`src/hw/rtl/secp_pkg.sv`:
```
// ----------------------------------------------------------------------------
// SMTP EHLO capability parser package
// Shared types, character constants, keyword tables and the per-byte
// update functions of the parser.
// ----------------------------------------------------------------------------
package secp_pkg;

    localparam int KW_COUNT       = 7;
    localparam int KW_EXACT_COUNT = 5;
    localparam int KW_SIZE        = 5;
    localparam int KW_AUTH        = 6;
    localparam int KW_MAX_LEN     = 10;

    localparam logic [7:0] CHAR_CR    = 8'h0D;
    localparam logic [7:0] CHAR_LF    = 8'h0A;
    localparam logic [7:0] CHAR_SPACE = 8'h20;
    localparam logic [7:0] CHAR_TAB   = 8'h09;
    localparam logic [7:0] CHAR_PLUS  = 8'h2B;
    localparam logic [7:0] CHAR_MINUS = 8'h2D;
    localparam logic [7:0] CHAR_ZERO  = 8'h30;
    localparam logic [7:0] CHAR_NINE  = 8'h39;

    // Line classification.
    localparam logic [1:0] LK_UNDECIDED = 2'd0;
    localparam logic [1:0] LK_CONT      = 2'd1;
    localparam logic [1:0] LK_LAST      = 2'd2;
    localparam logic [1:0] LK_OTHER     = 2'd3;

    // SIZE argument parsing phases.
    localparam logic [2:0] SP_WAIT_SPACE = 3'd0;
    localparam logic [2:0] SP_WHITE      = 3'd1;
    localparam logic [2:0] SP_SIGN       = 3'd2;
    localparam logic [2:0] SP_DIGITS     = 3'd3;
    localparam logic [2:0] SP_DONE       = 3'd4;

    localparam logic [7:0] LEAD_TEXT [0:2] = '{8'h32, 8'h35, 8'h30};

    // PIPELINING, STARTTLS, 8BITMIME, DSN, SMTPUTF8, SIZE, AUTH
    localparam logic [7:0] KW_TEXT [0:KW_COUNT-1][0:KW_MAX_LEN-1] = '{
        '{"P", "I", "P", "E", "L", "I", "N", "I", "N", "G"},
        '{"S", "T", "A", "R", "T", "T", "L", "S", 8'h00, 8'h00},
        '{"8", "B", "I", "T", "M", "I", "M", "E", 8'h00, 8'h00},
        '{"D", "S", "N", 8'h00, 8'h00, 8'h00, 8'h00, 8'h00, 8'h00, 8'h00},
        '{"S", "M", "T", "P", "U", "T", "F", "8", 8'h00, 8'h00},
        '{"S", "I", "Z", "E", 8'h00, 8'h00, 8'h00, 8'h00, 8'h00, 8'h00},
        '{"A", "U", "T", "H", 8'h00, 8'h00, 8'h00, 8'h00, 8'h00, 8'h00}
    };

    localparam logic [3:0] KW_LEN [0:KW_COUNT-1] =
        '{4'd10, 4'd8, 4'd8, 4'd3, 4'd8, 4'd4, 4'd4};

    typedef struct packed {
        logic [2:0]          prefix_pos;
        logic [1:0]          line_kind;
        logic [KW_COUNT-1:0] candidates;
        logic [3:0]          kw_length;
        logic                pending_cr;
        logic [2:0]          size_phase;
        logic                size_negative;
        logic [63:0]         size_acc;
        logic                size_digit_seen;
        logic                size_overflow;
        logic [KW_COUNT-1:0] cap_flags;
        logic [63:0]         max_size;
        logic                reply_finished;
        logic                size_error;
    } parser_state_t;

    localparam parser_state_t STATE_INIT = '{
        prefix_pos:      3'd0,
        line_kind:       LK_UNDECIDED,
        candidates:      {KW_COUNT{1'b1}},
        kw_length:       4'd0,
        pending_cr:      1'b0,
        size_phase:      SP_WAIT_SPACE,
        size_negative:   1'b0,
        size_acc:        64'd0,
        size_digit_seen: 1'b0,
        size_overflow:   1'b0,
        cap_flags:       {KW_COUNT{1'b0}},
        max_size:        64'd0,
        reply_finished:  1'b0,
        size_error:      1'b0
    };

    function automatic parser_state_t clear_line(parser_state_t s);
        parser_state_t r;
        r                 = s;
        r.prefix_pos      = 3'd0;
        r.line_kind       = LK_UNDECIDED;
        r.candidates      = {KW_COUNT{1'b1}};
        r.kw_length       = 4'd0;
        r.size_phase      = SP_WAIT_SPACE;
        r.size_negative   = 1'b0;
        r.size_acc        = 64'd0;
        r.size_digit_seen = 1'b0;
        r.size_overflow   = 1'b0;
        return r;
    endfunction

    function automatic parser_state_t size_byte(parser_state_t s, logic [7:0] c);
        parser_state_t r;
        logic          digit;
        logic          white;
        logic          take_num;
        logic [67:0]   wide;
        r        = s;
        digit    = (c >= CHAR_ZERO) && (c <= CHAR_NINE);
        white    = (c == CHAR_SPACE) || ((c >= CHAR_TAB) && (c <= CHAR_CR));
        take_num = 1'b0;
        case (s.size_phase)
            SP_WAIT_SPACE:
            begin
                if (c == CHAR_SPACE)
                begin
                    r.size_phase = SP_WHITE;
                end
            end
            SP_WHITE:
            begin
                if (!white)
                begin
                    if ((c == CHAR_PLUS) || (c == CHAR_MINUS))
                    begin
                        r.size_negative = (c == CHAR_MINUS);
                        r.size_phase    = SP_SIGN;
                    end
                    else
                    begin
                        take_num = 1'b1;
                    end
                end
            end
            SP_SIGN, SP_DIGITS:
            begin
                take_num = 1'b1;
            end
            default:
            begin
            end
        endcase
        if (take_num)
        begin
            if (digit)
            begin
                // acc * 10 + d; any carry above bit 63 means the value overflowed.
                wide = {1'b0, s.size_acc, 3'b000} + {3'b000, s.size_acc, 1'b0}
                     + {60'd0, c[3:0] - CHAR_ZERO[3:0]};
                if (wide[67:64] != 4'd0)
                begin
                    r.size_overflow = 1'b1;
                end
                else
                begin
                    r.size_acc = wide[63:0];
                end
                r.size_digit_seen = 1'b1;
                r.size_phase      = SP_DIGITS;
            end
            else
            begin
                r.size_phase = SP_DONE;
            end
        end
        return r;
    endfunction

    function automatic parser_state_t content_byte(parser_state_t s, logic [7:0] c);
        parser_state_t r;
        r = s;
        if (s.line_kind != LK_OTHER)
        begin
            if (s.prefix_pos < 3'd4)
            begin
                if (s.prefix_pos < 3'd3)
                begin
                    if (c != LEAD_TEXT[s.prefix_pos[1:0]])
                    begin
                        r.line_kind = LK_OTHER;
                    end
                    else
                    begin
                        r.prefix_pos = s.prefix_pos + 3'd1;
                    end
                end
                else if (c == CHAR_MINUS)
                begin
                    r.line_kind  = LK_CONT;
                    r.prefix_pos = s.prefix_pos + 3'd1;
                end
                else if (c == CHAR_SPACE)
                begin
                    r.line_kind  = LK_LAST;
                    r.prefix_pos = s.prefix_pos + 3'd1;
                end
                else
                begin
                    r.line_kind = LK_OTHER;
                end
            end
            else
            begin
                for (int k = 0; k < KW_COUNT; k++)
                begin
                    if (s.kw_length < KW_LEN[k])
                    begin
                        if (c != KW_TEXT[k][s.kw_length])
                        begin
                            r.candidates[k] = 1'b0;
                        end
                    end
                    else if (k < KW_EXACT_COUNT)
                    begin
                        r.candidates[k] = 1'b0;
                    end
                end
                if (s.kw_length != 4'd15)
                begin
                    r.kw_length = s.kw_length + 4'd1;
                end
                r = size_byte(r, c);
            end
        end
        return r;
    endfunction

    function automatic parser_state_t end_line(parser_state_t s);
        parser_state_t r;
        logic          exact;
        r     = s;
        exact = 1'b0;
        if ((s.line_kind == LK_CONT) || (s.line_kind == LK_LAST))
        begin
            for (int k = 0; k < KW_EXACT_COUNT; k++)
            begin
                if (s.candidates[k] && (s.kw_length == KW_LEN[k]))
                begin
                    r.cap_flags[k] = 1'b1;
                    exact          = 1'b1;
                end
            end
            if (!exact && (s.kw_length >= 4'd4) && (s.size_phase != SP_WAIT_SPACE))
            begin
                if (s.candidates[KW_SIZE])
                begin
                    if (s.size_digit_seen && !s.size_overflow)
                    begin
                        r.max_size           = s.size_negative ? (64'd0 - s.size_acc)
                                                               : s.size_acc;
                        r.cap_flags[KW_SIZE] = 1'b1;
                    end
                    else
                    begin
                        r.size_error = 1'b1;
                    end
                end
                else if (s.candidates[KW_AUTH])
                begin
                    r.cap_flags[KW_AUTH] = 1'b1;
                end
            end
            if (s.line_kind == LK_LAST)
            begin
                r.reply_finished = 1'b1;
            end
        end
        return clear_line(r);
    endfunction

    // One received byte or a clear request applied to the whole parser state.
    function automatic parser_state_t parse_step(parser_state_t s, logic action,
                                                 logic [7:0] c);
        parser_state_t r;
        r = s;
        if (action)
        begin
            r = STATE_INIT;
        end
        else if (!s.reply_finished)
        begin
            if (s.pending_cr)
            begin
                if (c == CHAR_LF)
                begin
                    r.pending_cr = 1'b0;
                    r            = end_line(r);
                end
                else if (c == CHAR_CR)
                begin
                    r = content_byte(r, CHAR_CR);
                end
                else
                begin
                    // A CR without LF is an ordinary byte of the line.
                    r.pending_cr = 1'b0;
                    r            = content_byte(r, CHAR_CR);
                    r            = content_byte(r, c);
                end
            end
            else if (c == CHAR_CR)
            begin
                r.pending_cr = 1'b1;
            end
            else
            begin
                r = content_byte(r, c);
            end
        end
        return r;
    endfunction

endpackage

```
`src/hw/rtl/secp_parser.sv`:
```
// ----------------------------------------------------------------------------
// SMTP EHLO capability parser core
// Holds the parser state and applies one byte or clear request per enabled
// cycle; presents the state that follows the current request.
// ----------------------------------------------------------------------------
module secp_parser
    import secp_pkg::*;
(
    input  logic          clk,
    input  logic          rst_n,
    input  logic          step_en,
    input  logic          action,
    input  logic [7:0]    data_byte,
    output parser_state_t state_next
);

    parser_state_t state_reg;

    assign state_next = parse_step(state_reg, action, data_byte);

    always_ff @(posedge clk or negedge rst_n)
    begin
        if (!rst_n)
        begin
            state_reg <= STATE_INIT;
        end
        else if (step_en)
        begin
            state_reg <= state_next;
        end
    end

endmodule

```
`src/hw/rtl/smtp_ehlo_capability_parser_top.sv`:
```
// A byte accepted into the input register passes through the parser update
// into the result register, which drives m_tdata.
// Throughput: one byte per cycle; the input register, the parser update and
// the result register form a two-stage pipeline stalled only by m_tready.
// Reset clears all capability flags, the SIZE limit and the line state, and
// empties both pipeline registers.
// ----------------------------------------------------------------------------
// SMTP EHLO capability parser top level
// Stream wrapper: input register, parser core and result register.
// ----------------------------------------------------------------------------
module smtp_ehlo_capability_parser_top
    import secp_pkg::*;
(
    input  logic        clk,
    input  logic        rst_n,
    input  logic        s_tvalid,
    output logic        s_tready,
    input  logic [7:0]  s_tdata,   // data_byte
    input  logic [0:0]  s_tuser,   // action
    output logic        m_tvalid,
    input  logic        m_tready,
    // pipelining, starttls, eight_bit_mime, delivery_status, smtp_utf8,
    // size_ok, max_size[63:0], auth_listed, response_done, size_error
    output logic [79:0] m_tdata
);

    logic          in_valid_reg;
    logic          in_action_reg;
    logic [7:0]    in_byte_reg;
    logic          out_valid_reg;
    logic [79:0]   out_data_reg;
    logic          advance;
    parser_state_t state_next;

    assign advance  = !out_valid_reg || m_tready;
    assign s_tready = !in_valid_reg || advance;
    assign m_tvalid = out_valid_reg;
    assign m_tdata  = out_data_reg;

    secp_parser u_parser (
        .clk        (clk),
        .rst_n      (rst_n),
        .step_en    (in_valid_reg && advance),
        .action     (in_action_reg),
        .data_byte  (in_byte_reg),
        .state_next (state_next)
    );

    always_ff @(posedge clk or negedge rst_n)
    begin
        if (!rst_n)
        begin
            in_valid_reg  <= 1'b0;
            out_valid_reg <= 1'b0;
        end
        else
        begin
            if (s_tready)
            begin
                in_valid_reg <= s_tvalid;
            end
            if (advance)
            begin
                out_valid_reg <= in_valid_reg;
            end
        end
    end

    always_ff @(posedge clk)
    begin
        if (s_tvalid && s_tready)
        begin
            in_action_reg <= s_tuser[0];
            in_byte_reg   <= s_tdata;
        end
        if (advance && in_valid_reg)
        begin
            out_data_reg <= {7'd0,
                             state_next.size_error,
                             state_next.reply_finished,
                             state_next.cap_flags[KW_AUTH],
                             state_next.max_size,
                             state_next.cap_flags[KW_SIZE:0]};
        end
    end

endmodule

```
`config.mk`:
```
export PLATFORM = sky130hd
export DESIGN_NAME = smtp_ehlo_capability_parser_top
export DESIGN_NICKNAME = d
export VERILOG_FILES = /design/src/hw/rtl/secp_pkg.sv /design/src/hw/rtl/secp_parser.sv /design/src/hw/rtl/smtp_ehlo_capability_parser_top.sv
export SDC_FILE = /design/constraint.sdc
export NUM_CORES = 1
export LEC_CHECK = 0
export ABC_AREA = 1
export BUFFER_PORTS_ARGS = -buffer_cell sky130_fd_sc_hd__buf_2
export CAP_MARGIN = 40
export CORE_UTILIZATION = 53
export CTS_CLUSTER_SIZE = 20
export DETAILED_ROUTE_END_ITERATION = 7
export PLACE_DENSITY = 0.8
export SYNTH_ARGS = -nofsm -noshare
export SYNTH_HDL_FRONTEND = slang
export SYNTH_SLANG_ARGS = --single-unit
```
`constraint.sdc`:
```
create_clock -name clk -period 8.8 [get_ports clk]
set_clock_uncertainty 0.1 [all_clocks]
set_input_delay 1.76 -clock clk [delete_from_list [all_inputs] [get_ports clk]]
set_output_delay 1.76 -clock clk [all_outputs]
set_load 0.03 [all_outputs]
```
==> impl_metrics.ini <==
[place]
dp_slack_ps = 3831
hpwl_mm = 53.25
gp_congestion = 1.018
dp_cells = 3981
port_buffers = 87

[sta]
hold_viol_final = 0
setup_viol = 0
fmax_mhz = 197.4
slew_viol_final = 0
final.setup.tns_ps = 0
post-route-min-period_ps = 5067
worstMarginPinSlew_ps = 926.9
post-route-period-util = 0.5758
rsz0062_at_grt = false
max_slew_margin = 0.3798
layout_setup_ws_ps = 3733

[routing]
via_per_inst = 5.752
drc = 19
wl_per_cell_um = 17.04
drt_iter0_markers = 2862
ant_nets = 0
vias = 23150
wl_mm = 68.59
drtPass1Iterations = 8

[global_route]
grt_max_degree = 69
antenna_found_initial = 0
grt_overflow = 0
grt_pass1_vias = 21000
track_usage = 0.3159
grt_first_pass_wirelength_mm = 110.6

[clocking]
cts_tree = done
clk_latency_ps = 550
cts.clk_slew.worst_paths_ps = 70
postCtsHoldBufs = 0
clock_sinks = 244
cts_root_buffer = clkbuf_16
clockBufferDepth = 3
post_cts_resized = 0
cts_made_buffers = 24
post_cts_buffers = 0
htree_levels = 1

[logic_synthesis]
ys_warn_count = 0
synth_seq_cells = 244
yosysSeqAreaShare = 0.2929
synth_cell_types = 60
syn_area_per_cell_um2 = 6.443
synthFlopType = dfrtp_1
synth_edf_count = 82
async_reset_ff_frac = 0.6639
synthesis.instances = 3457
netlist_area_mm2 = 0.02227

[floorplan]
die-area_mm2 = 0.04285
io_pins = 95
dieWidth_um = 207
core_mm2 = 0.04111
start_util = 0.5418
die_h_um = 207
rows = 74

[layout]
num_antenna_cells = 0
nets = 3643
largest_reg_flops = 160
final_common_cell = nand2_1
instances_no_fill = 4025
final_cell_mix = 1102 x nand2_1, 436 x inv_1, 358 x nor2_1, 218 x nand3_1, 189 x o21ai_0
drive_gt1_frac = 0.05726
syn2layout_area_growth_pct = 6.881
fin_util = 0.5791
fillCellCount = 4001

[status]
status = complete, but fails checks
violations = DRC

[worst_setup_path]
critPathMaxFanout = 52
arrival_ps = 5280
reg2reg_slack_ps = 3730
worstPathRequired_ps = 9010
regToRegEndpoint = m_tdata[42]
r2r-start = in_byte_reg[6]
rr_worst_depth = 13
critical_path.endpoint_type = flip-flop
critical_path_class = flip-flop to flip-flop
worstSetupStartpointType = flip-flop

[run]
cap_violations = 0

[hold_path]
hold_depth = 2
hp-start = u_parser.state_reg[151]
hp-class = flip-flop to flip-flop
whs_endpoint = u_parser.state_reg[151]

[power]
power_density_mw_per_mm2 = 234.1
max-vdd-ir-drop_v = 0.0001696
power.leakage_nw = 12.87
-- power by group --
group          leakage [nW]  switching [W]  internal, W
Sequential             3.03       0.000153      0.00130
Combinational          9.46        0.00219     0.000916
Clock                 0.381       0.000451     0.000557
Total                  12.9        0.00280      0.00278
-- layout make-up --
type / instances / area (um^2) / share of cell area
Sequential cell: 244 / 6526 / 0.2741
Inverter: 454 / 1709 / 0.07179
Clock buffer: 31 / 646.9 / 0.02717
Tap cell: 532 / 665.6 / 0.02796
Timing Repair Buffer: 108 / 619.3 / 0.02602
Clock inverter: 13 / 117.6 / 0.004940
Multi-Input combinational cell: 2643 / 13520 / 0.5680
-- cells in the mapped netlist (all sizes together), types with 2 or more instances --
| cell | instances | area share |
|---|---|---|
| nand2 | 1107 | 0.19 |
| inv | 450 | 0.076 |
| nor2 | 365 | 0.063 |
| nand3 | 220 | 0.050 |
| o21ai | 192 | 0.044 |
| a21oi | 177 | 0.040 |
| dfrtp | 155 | 0.17 |
| ha | 153 | 0.086 |
| nand4 | 109 | 0.031 |
| edfxtp | 82 | 0.11 |
| xor2 | 76 | 0.030 |
| buf | 62 | 0.014 |
| clkbuf | 60 | 0.010 |
| nor3 | 56 | 0.014 |
| xnor2 | 24 | 0.0094 |
| o21a | 20 | 0.0067 |
| nor4 | 19 | 0.0053 |
| nand3b | 17 | 0.0059 |
| o211ai | 11 | 0.0037 |
| o21bai | 11 | 0.0037 |
| a21boi | 10 | 0.0034 |
| and2 | 10 | 0.0028 |
| or2 | 9 | 0.0025 |
| a211oi | 7 | 0.0024 |
| dfstp | 7 | 0.0083 |
| nor3b | 5 | 0.0017 |
| o2111ai | 5 | 0.0020 |
| a2111oi | 4 | 0.0016 |
| a21o | 4 | 0.0013 |
| a31oi | 4 | 0.0011 |
| clkinv | 4 | 0.00067 |
| o22ai | 4 | 0.0011 |
| o31ai | 4 | 0.0013 |
| a31o | 2 | 0.00079 |
| fa | 2 | 0.0018 |
-- kinds of logic after synthesis --
family,share of synthesized area
AOI/OAI and AO/OA,0.1157
adders and majority gates,0.08774
buffers and inverters,0.1011
DFF,0.2929
other,0.0001684
xor gates and xnor gates,0.03932
and+or+nand+nor,0.3630
-- worst max-delay path by stage --
stage / startpoint / end / slack [ps]
2_1_floorplan: m_tready / m_tdata[0] / 3720
3_3_place_gp: m_tready / u_parser.state_reg[92] / 3930
3_5_place_dp: in_byte_reg[6] / m_tdata[42] / 3830
4_1_cts: in_byte_reg[6] / m_tdata[42] / 3820
5_1_grt: in_byte_reg[6] / m_tdata[42] / 3330
6_report: in_byte_reg[6] / m_tdata[42] / 3730
-- worst max-delay path, cell delays in order (launching register included) --
cell      delay, ps
edfxtp_1        660
nor2_2          280
nand3_2         140
inv_2            80
nand2_2         340
inv_1           460
nand3_1         140
nor2_1          230
nand3b_2        620
inv_2           910
buf_4           390
o21ai_0         130
a21o_1          180
and2_1          130
-- stage by stage --
stage,hold slack (ps),total power [W],instance area [um^2]
6_report,378.2,0.005573,23810
5_1_grt,400.5,0.005949,23810
4_1_cts,367.9,0.005495,23810
3_5_place_dp,358.7,0.004484,23040
3_3_place_gp,351.5,0.004468,23010
2_1_floorplan,342.0,0.003647,22300
-- routing by layer --
metal  vias up  track usage  wire length, um
met5         -            0                0
met2      1143       0.4703            28390
met1     10610       0.4791            31000
met3       140      0.03684             7335
li1      11260            -                -
met4         0      0.08904             1873
(Power assumes the default switching activity.)
